**src/hw/rtl/dds_pkg.sv**
```systemverilog
// Shared types and constants of the differential-drive speed stepper.
package dds_pkg;

  // Command kinds carried in req_type
  typedef enum logic [2:0] {
    REQ_STOP    = 3'd0,
    REQ_FORWARD = 3'd1,
    REQ_BACK    = 3'd2,
    REQ_RIGHT   = 3'd3,
    REQ_LEFT    = 3'd4
  } dds_req_e;

  // Register word indexes on the configuration port
  typedef enum logic [2:0] {
    REG_FORWARD_LIMIT = 3'd0,
    REG_BACKWARD_LIMIT = 3'd1,
    REG_LINEAR_INC    = 3'd2,
    REG_TURN_INC      = 3'd3,
    REG_MAX_WHEEL_DIFF = 3'd4
  } dds_reg_e;

  // Serial command codes reported in the result
  localparam logic [3:0] CODE_NONE     = 4'd0;
  localparam logic [3:0] CODE_STOP     = 4'd1;
  localparam logic [3:0] CODE_FORWARD1 = 4'd2;
  localparam logic [3:0] CODE_BACK1    = 4'd5;
  localparam logic [3:0] CODE_RIGHT1   = 4'd8;
  localparam logic [3:0] CODE_LEFT1    = 4'd11;

  // Valid step multiples
  localparam logic [3:0] MULT_X1  = 4'd1;
  localparam logic [3:0] MULT_X5  = 4'd5;
  localparam logic [3:0] MULT_X10 = 4'd10;

  localparam int unsigned InDataBits  = 8;
  localparam int unsigned OutDataBits = 56;

  // Configuration registers
  typedef struct packed {
    logic [10:0]        forward_limit;
    logic signed [11:0] backward_limit;
    logic [6:0]         linear_inc;
    logic [6:0]         turn_inc;
    logic [11:0]        max_wheel_difference;
  } dds_cfg_t;

  // Result item, laid out as on the output tdata (status in bit 0)
  typedef struct packed {
    logic [1:0]         pad;
    logic signed [12:0] rotation_speed;
    logic signed [11:0] mean_speed;
    logic signed [11:0] left_speed;
    logic signed [11:0] right_speed;
    logic [3:0]         command_code;
    logic               status;
  } dds_result_t;

endpackage

```
**src/hw/rtl/dds_step.sv**
```systemverilog
// Combinational command evaluation: new wheel speeds, limit checks, result fields.
module dds_step import dds_pkg::*; #(
  parameter int unsigned SPEED_BITS = 12
) (
  input  logic [2:0]              req_type_i,
  input  logic [3:0]              step_multiple_i,
  input  logic                    link_ok_i,
  input  dds_cfg_t                cfg_i,
  input  logic [SPEED_BITS-1:0]   right_wheel_i,
  input  logic [SPEED_BITS-1:0]   left_wheel_i,
  output logic [SPEED_BITS-1:0]   right_wheel_o,
  output logic [SPEED_BITS-1:0]   left_wheel_o,
  output logic                    ok_o,
  output dds_result_t             result_o
);

  // Working width: holds any wheel plus a step and their difference without wrap
  localparam int unsigned CW = ((SPEED_BITS > 13) ? SPEED_BITS : 13) + 3;

  logic signed [CW-1:0] r_cur, l_cur, r_new, l_new, delta, diff, diff_abs;
  logic signed [CW-1:0] fwd_lim, bwd_lim, max_diff;
  logic signed [CW-1:0] r_out, l_out, sum, mean, rot;
  logic [CW-1:0]        step_sel;
  logic                 mult_ok, lim_ok, chk_diff, fits_r, fits_l, ok;
  logic [1:0]           mult_idx;
  logic [3:0]           code;

  // Widen state and limits
  assign r_cur    = {{(CW-SPEED_BITS){right_wheel_i[SPEED_BITS-1]}}, right_wheel_i};
  assign l_cur    = {{(CW-SPEED_BITS){left_wheel_i[SPEED_BITS-1]}}, left_wheel_i};
  assign fwd_lim  = signed'({{(CW-11){1'b0}}, cfg_i.forward_limit});
  assign bwd_lim  = {{(CW-12){cfg_i.backward_limit[11]}}, cfg_i.backward_limit};
  assign max_diff = signed'({{(CW-12){1'b0}}, cfg_i.max_wheel_difference});

  // Multiple decode
  always_comb begin
    mult_ok  = 1'b1;
    mult_idx = 2'd0;
    unique case (step_multiple_i)
      MULT_X1:  mult_idx = 2'd0;
      MULT_X5:  mult_idx = 2'd1;
      MULT_X10: mult_idx = 2'd2;
      default:  mult_ok  = 1'b0;
    endcase
  end

  // Step size: multiple times the selected step (at most 10 x 127 for a valid multiple)
  assign step_sel = (req_type_i == REQ_FORWARD || req_type_i == REQ_BACK) ?
                    {{(CW-7){1'b0}}, cfg_i.linear_inc} :
                    {{(CW-7){1'b0}}, cfg_i.turn_inc};
  assign delta = signed'(CW'({{(CW-4){1'b0}}, step_multiple_i} * step_sel));

  // Candidate speeds and limit tests
  always_comb begin
    r_new    = r_cur;
    l_new    = l_cur;
    lim_ok   = 1'b0;
    chk_diff = 1'b0;
    code     = CODE_NONE;
    unique case (req_type_i)
      REQ_STOP: begin
        r_new  = '0;
        l_new  = '0;
        lim_ok = 1'b1;
        code   = CODE_STOP;
      end
      REQ_FORWARD: begin
        r_new  = r_cur + delta;
        l_new  = l_cur + delta;
        lim_ok = mult_ok && (r_new <= fwd_lim) && (l_new <= fwd_lim);
        code   = CODE_FORWARD1 + {2'b00, mult_idx};
      end
      REQ_BACK: begin
        r_new  = r_cur - delta;
        l_new  = l_cur - delta;
        lim_ok = mult_ok && (r_new >= bwd_lim) && (l_new >= bwd_lim);
        code   = CODE_BACK1 + {2'b00, mult_idx};
      end
      REQ_RIGHT: begin
        r_new    = r_cur - delta;
        l_new    = l_cur + delta;
        lim_ok   = mult_ok && (r_new >= bwd_lim) && (l_new <= fwd_lim);
        chk_diff = 1'b1;
        code     = CODE_RIGHT1 + {2'b00, mult_idx};
      end
      REQ_LEFT: begin
        r_new    = r_cur + delta;
        l_new    = l_cur - delta;
        lim_ok   = mult_ok && (r_new <= fwd_lim) && (l_new >= bwd_lim);
        chk_diff = 1'b1;
        code     = CODE_LEFT1 + {2'b00, mult_idx};
      end
      default: lim_ok = 1'b0;
    endcase
  end

  // Turn difference, magnitude
  assign diff     = r_new - l_new;
  assign diff_abs = diff[CW-1] ? -diff : diff;

  // Width guard for the stored speeds
  assign fits_r = ({{(CW-SPEED_BITS){r_new[SPEED_BITS-1]}}, r_new[SPEED_BITS-1:0]} == r_new);
  assign fits_l = ({{(CW-SPEED_BITS){l_new[SPEED_BITS-1]}}, l_new[SPEED_BITS-1:0]} == l_new);

  assign ok = link_ok_i && lim_ok && (!chk_diff || (diff_abs <= max_diff)) &&
              fits_r && fits_l;

  // Committed speeds
  assign r_out = ok ? r_new : r_cur;
  assign l_out = ok ? l_new : l_cur;
  assign right_wheel_o = r_out[SPEED_BITS-1:0];
  assign left_wheel_o  = l_out[SPEED_BITS-1:0];
  assign ok_o = ok;

  // Mean rounded toward zero
  assign sum  = r_out + l_out;
  assign mean = (sum + {{(CW-1){1'b0}}, sum[CW-1]}) >>> 1;

  // Rotation speed
  assign rot = r_out - l_out;

  always_comb begin
    result_o                = '0;
    result_o.status         = !ok;
    result_o.command_code   = ok ? code : CODE_NONE;
    result_o.right_speed    = r_out[11:0];
    result_o.left_speed     = l_out[11:0];
    result_o.mean_speed     = mean[11:0];
    result_o.rotation_speed = rot[12:0];
  end

endmodule

```
**src/hw/rtl/differential_drive_speed_stepper_top.sv**
```systemverilog
// Differential-drive speed stepper: command stream in, wheel speed results out.
//
// Usage:
//   Slave stream (s_axis_*): one command per request, 8-bit tdata holding
//   req_type, step_multiple and link_ok. Master stream (m_axis_*): exactly
//   one result per command: status, command code and the four speed fields.
//   APB port: five readable 32-bit registers at byte addresses 0x00..0x10
//   (forward/backward limit, speed/rotation step, max wheel difference); the
//   user writes them only while no command is in flight (not enforced).
// Timing:
//   A command is evaluated in the cycle it is accepted; its result appears
//   on the master side the next cycle. One command per cycle is sustained
//   while m_axis_tready stays high; the single output register sets that figure.
// Reset:
//   Both wheel speeds go to zero, registers take their default values and
//   the output register empties.
// Stall:
//   While a result waits on a low m_axis_tready the output register holds
//   it and s_axis_tready drops; it stays high when the result leaves in
//   the same cycle.
module differential_drive_speed_stepper_top import dds_pkg::*; #(
  parameter int unsigned SPEED_BITS = 12
) (
  input  logic                   clk_i,
  input  logic                   rst_ni,
  // Command stream
  input  logic                   s_axis_tvalid,
  output logic                   s_axis_tready,
  input  logic [InDataBits-1:0]  s_axis_tdata,  // req_type[2:0], step_multiple[6:3], link_ok[7]
  // Result stream
  output logic                   m_axis_tvalid,
  input  logic                   m_axis_tready,
  output logic [OutDataBits-1:0] m_axis_tdata,  // status[0], command_code[4:1],
                                                // right_speed[16:5], left_speed[28:17],
                                                // mean_speed[40:29], rotation_speed[53:41]
  // Configuration
  input  logic                   psel,
  input  logic                   penable,
  input  logic                   pwrite,
  input  logic [4:0]             paddr,
  input  logic [31:0]            pwdata,
  output logic [31:0]            prdata,
  output logic                   pready
);

  dds_cfg_t              cfg_q;
  logic [SPEED_BITS-1:0] right_wheel_q, left_wheel_q;
  logic [SPEED_BITS-1:0] right_wheel_d, left_wheel_d;
  dds_result_t           out_q, result;
  logic                  out_valid_q;
  logic                  s_fire, step_ok, cfg_wr;
  logic [2:0]            reg_idx;

  assign pready  = 1'b1;
  assign reg_idx = paddr[4:2];
  assign cfg_wr  = psel && penable && pwrite && pready;

  // Configuration registers
  always_ff @(posedge clk_i or negedge rst_ni) begin
    if (!rst_ni) begin
      cfg_q.forward_limit        <= 11'd100;
      cfg_q.backward_limit       <= -12'sd100;
      cfg_q.linear_inc           <= 7'd1;
      cfg_q.turn_inc             <= 7'd1;
      cfg_q.max_wheel_difference <= 12'd100;
    end else if (cfg_wr) begin
      unique case (reg_idx)
        REG_FORWARD_LIMIT:  cfg_q.forward_limit        <= pwdata[10:0];
        REG_BACKWARD_LIMIT: cfg_q.backward_limit       <= pwdata[11:0];
        REG_LINEAR_INC:     cfg_q.linear_inc           <= pwdata[6:0];
        REG_TURN_INC:       cfg_q.turn_inc             <= pwdata[6:0];
        REG_MAX_WHEEL_DIFF: cfg_q.max_wheel_difference <= pwdata[11:0];
        default: ;
      endcase
    end
  end

  // Register read-back
  always_comb begin
    unique case (reg_idx)
      REG_FORWARD_LIMIT:  prdata = {21'd0, cfg_q.forward_limit};
      REG_BACKWARD_LIMIT: prdata = {{20{cfg_q.backward_limit[11]}}, cfg_q.backward_limit};
      REG_LINEAR_INC:     prdata = {25'd0, cfg_q.linear_inc};
      REG_TURN_INC:       prdata = {25'd0, cfg_q.turn_inc};
      REG_MAX_WHEEL_DIFF: prdata = {20'd0, cfg_q.max_wheel_difference};
      default:            prdata = '0;
    endcase
  end

  // Command evaluation
  dds_step #(
    .SPEED_BITS(SPEED_BITS)
  ) u_step (
    .req_type_i      (s_axis_tdata[2:0]),
    .step_multiple_i (s_axis_tdata[6:3]),
    .link_ok_i       (s_axis_tdata[7]),
    .cfg_i           (cfg_q),
    .right_wheel_i   (right_wheel_q),
    .left_wheel_i    (left_wheel_q),
    .right_wheel_o   (right_wheel_d),
    .left_wheel_o    (left_wheel_d),
    .ok_o            (step_ok),
    .result_o        (result)
  );

  // Accept while the output register is empty or draining
  assign s_axis_tready = !out_valid_q || m_axis_tready;
  assign s_fire        = s_axis_tvalid && s_axis_tready;

  // Wheel state and output valid
  always_ff @(posedge clk_i or negedge rst_ni) begin
    if (!rst_ni) begin
      right_wheel_q <= '0;
      left_wheel_q  <= '0;
      out_valid_q   <= 1'b0;
    end else begin
      if (s_fire) begin
        right_wheel_q <= right_wheel_d;
        left_wheel_q  <= left_wheel_d;
      end
      if (s_fire) begin
        out_valid_q <= 1'b1;
      end else if (m_axis_tready) begin
        out_valid_q <= 1'b0;
      end
    end
  end

  // Result payload
  always_ff @(posedge clk_i) begin
    if (s_fire) begin
      out_q <= result;
    end
  end

  assign m_axis_tvalid = out_valid_q;
  assign m_axis_tdata  = out_q;

  // A refused command leaves both wheel speeds untouched
  a_refused_holds: assert property (@(posedge clk_i) disable iff (!rst_ni)
    s_fire && !step_ok |=> $stable(right_wheel_q) && $stable(left_wheel_q))
    else $error("refused command changed wheel speeds");

  // Every accepted command produces a result in the next cycle
  a_result_follows: assert property (@(posedge clk_i) disable iff (!rst_ni)
    s_fire |=> m_axis_tvalid)
    else $error("accepted command gave no result");

  // Status and command code agree: accepted means a nonzero code
  a_status_code: assert property (@(posedge clk_i) disable iff (!rst_ni)
    m_axis_tvalid |-> (out_q.status == (out_q.command_code == CODE_NONE)))
    else $error("status and command code disagree");

endmodule
```
**config.mk**
```make
export PLATFORM = sky130hd
export DESIGN_NAME = differential_drive_speed_stepper_top
export DESIGN_NICKNAME = d
export VERILOG_FILES = /design/src/hw/rtl/dds_pkg.sv /design/src/hw/rtl/dds_step.sv /design/src/hw/rtl/differential_drive_speed_stepper_top.sv
export SDC_FILE = /design/constraint.sdc
export NUM_CORES = 1
export LEC_CHECK = 0
export CORE_AREA = 2 2 217 155
export CTS_BUF_LIST = sky130_fd_sc_hd__clkbuf_4
export CTS_CLUSTER_SIZE = 25
export DETAILED_ROUTE_END_ITERATION = 8
export DIE_AREA = 0 0 219 157
export DONT_BUFFER_PORTS = 1
export GPL_ROUTABILITY_DRIVEN = 0
export PLACE_DENSITY = 0.56
export SLEW_MARGIN = 25
export SYNTH_ARGS = -nofsm -noshare
export SYNTH_HDL_FRONTEND = slang
export SYNTH_SLANG_ARGS = --single-unit
```
**constraint.sdc**
```tcl
create_clock -name clk_i -period 16.63 [get_ports clk_i]
set_input_delay 0.8315 -clock clk_i [delete_from_list [all_inputs] [get_ports clk_i]]
set_output_delay 0.8315 -clock clk_i [all_outputs]
set_load 0.1 [all_outputs]
```
==> load_flow_metrics.sql <==
INSERT INTO impl_metrics (metric_group, metric, value, unit) VALUES
('outcome', 'outcome', 'finished, final reports clean', ''),
('global_routing', 'gr-usage-all-layers', '26.6', '%'),
('floorplan', 'fp.dieArea', '34400', 'sq um'),
('sta', 'setup_viol_count_final', '0', ''),
('synth', 'synthCells', '1690', ''),
('worst_setup_path', 'critical_path.startpoint_type', 'primary input', ''),
('flow_run', 'drv.max_cap_violation_count', '0', ''),
('cells_and_area', 'layout.filler_cells', '3075', ''),
('routing', 'wl_per_cell', '19.8', 'microns'),
('synth', 'syn_avg_cell_area', '8.51', 'sq um'),
('floorplan', 'boundaryPins', '143', ''),
('clocking', 'clock_tree_from_tritoncts', 'yes', ''),
('synth', 'ys.warnings.count', '0', ''),
('routing', 'routed-via-count', '12988', ''),
('worst_setup_path', 'timing.critical_path.fanout_max', '34', ''),
('clocking', 'cts.clk_slew.worst_paths', '150', 'ps'),
('synth', 'synth_edf_count', '54', ''),
('floorplan', 'fp.dieH', '157', 'microns'),
('global_routing', 'grt.met1_usage', '39.3', '%'),
('worst_setup_path', 'timing.rr.start', 'cfg_q[19]', ''),
('sta', 'final.min_clock_period', '15420', 'ps'),
('worst_setup_path', 'slowest_stage', 'a2111oi_0', ''),
('synth', 'synth-compound-area-share', '19.9', '%'),
('cells_and_area', 'fin_nets', '2091', ''),
('worst_setup_path', 'critical_path_start', 's_axis_tdata[0]', ''),
('min_path', 'min-delay-path-class', 'primary input to async pin', ''),
('cells_and_area', 'final-seq-area', '3490', 'sq um'),
('routing', 'drt-pass1-iter-count', '5', ''),
('sta', 'grt_setup_unrepaired', 'false', ''),
('synth', 'synth_top_family_by_area', 'compound AO/OA/AOI/OAI gates', ''),
('sta', 'report.final.slew_viol_count', '0', ''),
('sta', 'setup_tns_final', '0', 'ps'),
('cells_and_area', 'multi_input_comb_area', '9980', 'sq um'),
('sta', 'worst_slew_pin_slew', '1120', 'ps'),
('floorplan', 'chip_width', '219', 'microns'),
('sta', 'clock-skew-final', '33.4', 'ps'),
('worst_setup_path', 'crit_top_cell', 'o21a_1', ''),
('routing', 'finalWirelength', '45200', 'microns'),
('synth', 'post_synth_adder_cell_area', '18.0', '%'),
('global_routing', 'first_global_vias', '12174', ''),
('global_routing', 'busiest_layer', 'met2', ''),
('cells_and_area', 'layout-drive-gt1-share', '20.2', '%'),
('floorplan', 'start_util', '44.8', '%'),
('routing', 'drt_iter0_markers', '1032', ''),
('synth', 'ys_async_sr_fraction', '57.8', '%'),
('worst_setup_path', 'timing.critical_path.arrival', '15770', 'ps'),
('routing', 'detail_route.drc_violations', '0', ''),
('clocking', 'clock_buffer_count_from_cts', '17', ''),
('worst_setup_path', 'critical_path_required', '16980', 'ps'),
('placed_design', 'numPlacedInstances', '2252', ''),
('clocking', 'cts.sink_count', '128', ''),
('synth', 'yosysUniqueCellTypes', '94', ''),
('global_routing', 'grt_remaining_overflow', '0', ''),
('synth', 'yosys.area_share.simple', '16.3', '%'),
('placed_design', 'buffer_ports.inserted', '0', ''),
('clocking', 'cts_repair_resize_count', '0', ''),
('synth', 'synthesis.area', '14400', 'sq um'),
('synth', 'post_synth_mux_area_share', '6.92', '%'),
('routing', 'drt.antenna.violating_nets', '0', ''),
('clocking', 'clk_path_buf_depth', '2', ''),
('global_routing', 'initial_antenna_violation_count', '1', ''),
('synth', 'synthesized_area_fraction_occupied_by_xor_and_xnor_cells', '7.55', '%'),
('cells_and_area', 'layout.cells.non_filler', '2286', ''),
('floorplan', 'floorplan.core_area', '32100', 'sq um'),
('placed_design', 'detailedPlacementHpwl', '36200', 'microns'),
('global_routing', 'grt_met2_use', '39.7', '%'),
('sta', 'peak_clock_frequency_supported_by_timing', '64.9', 'MHz'),
('cells_and_area', 'area_growth', '18.3', '%'),
('synth', 'synth-main-ff-cell', 'dfrtp_1', ''),
('global_routing', 'gr-usage-met3', '5.29', '%'),
('clocking', 'clock_tree.root_cell', 'clkbuf_4', ''),
('worst_setup_path', 'crit_path_end_kind', 'register', ''),
('sta', 'final-hold-violation-count', '0', ''),
('sta', 'fin_crit_share', '92.7', '%'),
('sta', 'maxSlewHeadroom', '25.3', '%'),
('global_routing', 'grt_first_pass_wirelength', '69800', 'microns'),
('synth', 'synth_seq_area_share', '24.3', '%'),
('clocking', 'clock_insertion_delay_worst_skew', '600', 'ps'),
('synth', 'yosys_register_bits', '128', ''),
('global_routing', 'grt_max_degree', '64', ''),
('worst_setup_path', 'critPathKind', 'primary input to register', ''),
('worst_setup_path', 'crit_path_max_incr_delay', '650', 'ps'),
('floorplan', 'row_count', '55', ''),
('clocking', 'cts.htree.levels', '4', ''),
('routing', 'vias_per_cell', '5.68', '');
## worst paths after layout
path | endpoint | slack (ps) | cells past startpoint
worst max register to register | m_axis_tdata[40] | 1770 | 60
worst min-delay path | cfg_q[33] | 60 | 0
max in group asynchronous | left_wheel_q[0] | 16210 | 1
worst max-delay path | m_axis_tdata[40] | 1210 | 64
worst min register to register | cfg_q[13] | 550 | 1
min in group clk_i | cfg_q[33] | 320 | 2
## cells in the final DEF, fill, tap and decap left out, types with 7 or more instances in the layout
| cell type | instances |
|---|---|
| nand4_1 | 18 |
| clkbuf_4 | 17 |
| mux2i_1 | 38 |
| a31oi_1 | 20 |
| a211oi_1 | 13 |
| xor2_1 | 49 |
| a221oi_1 | 27 |
| a21oi_1 | 122 |
| nor3_1 | 14 |
| nand3_1 | 19 |
| inv_1 | 135 |
| a21o_1 | 23 |
| fa_1 | 17 |
| edfxtp_1 | 54 |
| nor2b_1 | 52 |
| o211ai_1 | 16 |
| nand3b_1 | 7 |
| nand2b_1 | 27 |
| o21bai_1 | 16 |
| and3_1 | 9 |
| or2_2 | 7 |
| nor2_1 | 137 |
| dfrtp_1 | 58 |
| dfstp_2 | 16 |
| o21a_1 | 15 |
| xnor2_1 | 73 |
| o31ai_1 | 8 |
| o21ai_0 | 97 |
| mux2_2 | 52 |
| buf_4 | 206 |
| nand2_1 | 146 |
| buf_16 | 20 |
| ha_1 | 177 |
## through the flow
stage / util, % / area [sq um] / hold WS (ps) / setup WS (ps)
3_3_place_gp: 51.9 / 16600 / 513 / 1120
3_5_place_dp: 51.9 / 16600 / 522 / 967
5_1_grt: 53.0 / 17000 / 17.6 / 248
2_1_floorplan: - / 14400 / 499 / 1470
6_report: 53.0 / 17000 / 55.5 / 1210
4_1_cts: 53.0 / 17000 / 10.3 / 1520
## state kept, by name (all words and copies together) (netlist names)
| register | cells |
|---|---|
| right_wheel_q | 12 |
| cfg_q | 49 |
| left_wheel_q | 12 |
| m_axis_tdata | 54 |
| m_axis_tvalid | 1 |
## synth_stat cells (9+ instances only)
| cell | number | area, sq um |
|---|---|---|
| ha_1 | 177 | 2210 |
| nand2_1 | 147 | 552 |
| nor2_1 | 141 | 529 |
| inv_1 | 136 | 510 |
| a21oi_1 | 123 | 616 |
| o21ai_0 | 97 | 485 |
| xnor2_1 | 73 | 639 |
| dfrtp_1 | 58 | 1450 |
| edfxtp_1 | 54 | 1620 |
| mux2_2 | 52 | 586 |
| nor2b_1 | 52 | 325 |
| clkbuf_1 | 51 | 191 |
| xor2_1 | 49 | 429 |
| mux2i_1 | 38 | 380 |
| a221oi_1 | 27 | 236 |
| nand2b_1 | 27 | 169 |
| buf_4 | 24 | 180 |
| a21o_1 | 23 | 173 |
| a31oi_1 | 20 | 125 |
| nand3_1 | 19 | 95.1 |
| nand4_1 | 18 | 113 |
| fa_1 | 17 | 340 |
| dfstp_2 | 16 | 420 |
| o211ai_1 | 16 | 120 |
| o21bai_1 | 16 | 120 |
| o21a_1 | 15 | 113 |
| nor3_1 | 14 | 70.1 |
| a211oi_1 | 13 | 97.6 |
| and3_1 | 9 | 56.3 |
## area by class of cell
class	instances	area share (%)
multi-input cells	1332	58.7
diodes	1	0.0147
flip-flops and latches	128	20.5
well taps	427	3.14
clock inverters	15	1.13
clock buffers	17	0.750
repair buffers	229	12.7
inverters	137	3.04
## kinds of logic after synthesis
kind of cell	after synthesis
DFF	128
adders and majority gates	197
muxes	92
other	2
and+or+nand+nor	484
xor gates and xnor gates	123
buffers and inverters	231
AOI/OAI and AO/OA	433
## worst max-delay path: cells and delay by family
family	cells	cell delay [ps]
AO/OA/AOI/OAI	30	6720
adder cells (fa/ha/maj)	8	3090
AND/OR/NAND/NOR	13	2600
buffers and inverters	6	900
XOR/XNOR	4	850
multiplexers	3	720
## layer usage
layer  routed length (microns)  up-vias
met5                         0        -
met4                       745        0
met3                      3150       40
met2                     19200      369
met1                     22200     6280
li1                          -     6299
## what timing repair did
action | in CTS | in global routing
endpoints found under the hold margin | 58 | 0
buffers inserted | 0 | 0
hold buffers | 1 | 0
Power is not shown: default switching activity piles up to over one toggle a cycle in this logic, so the estimate is an artifact.
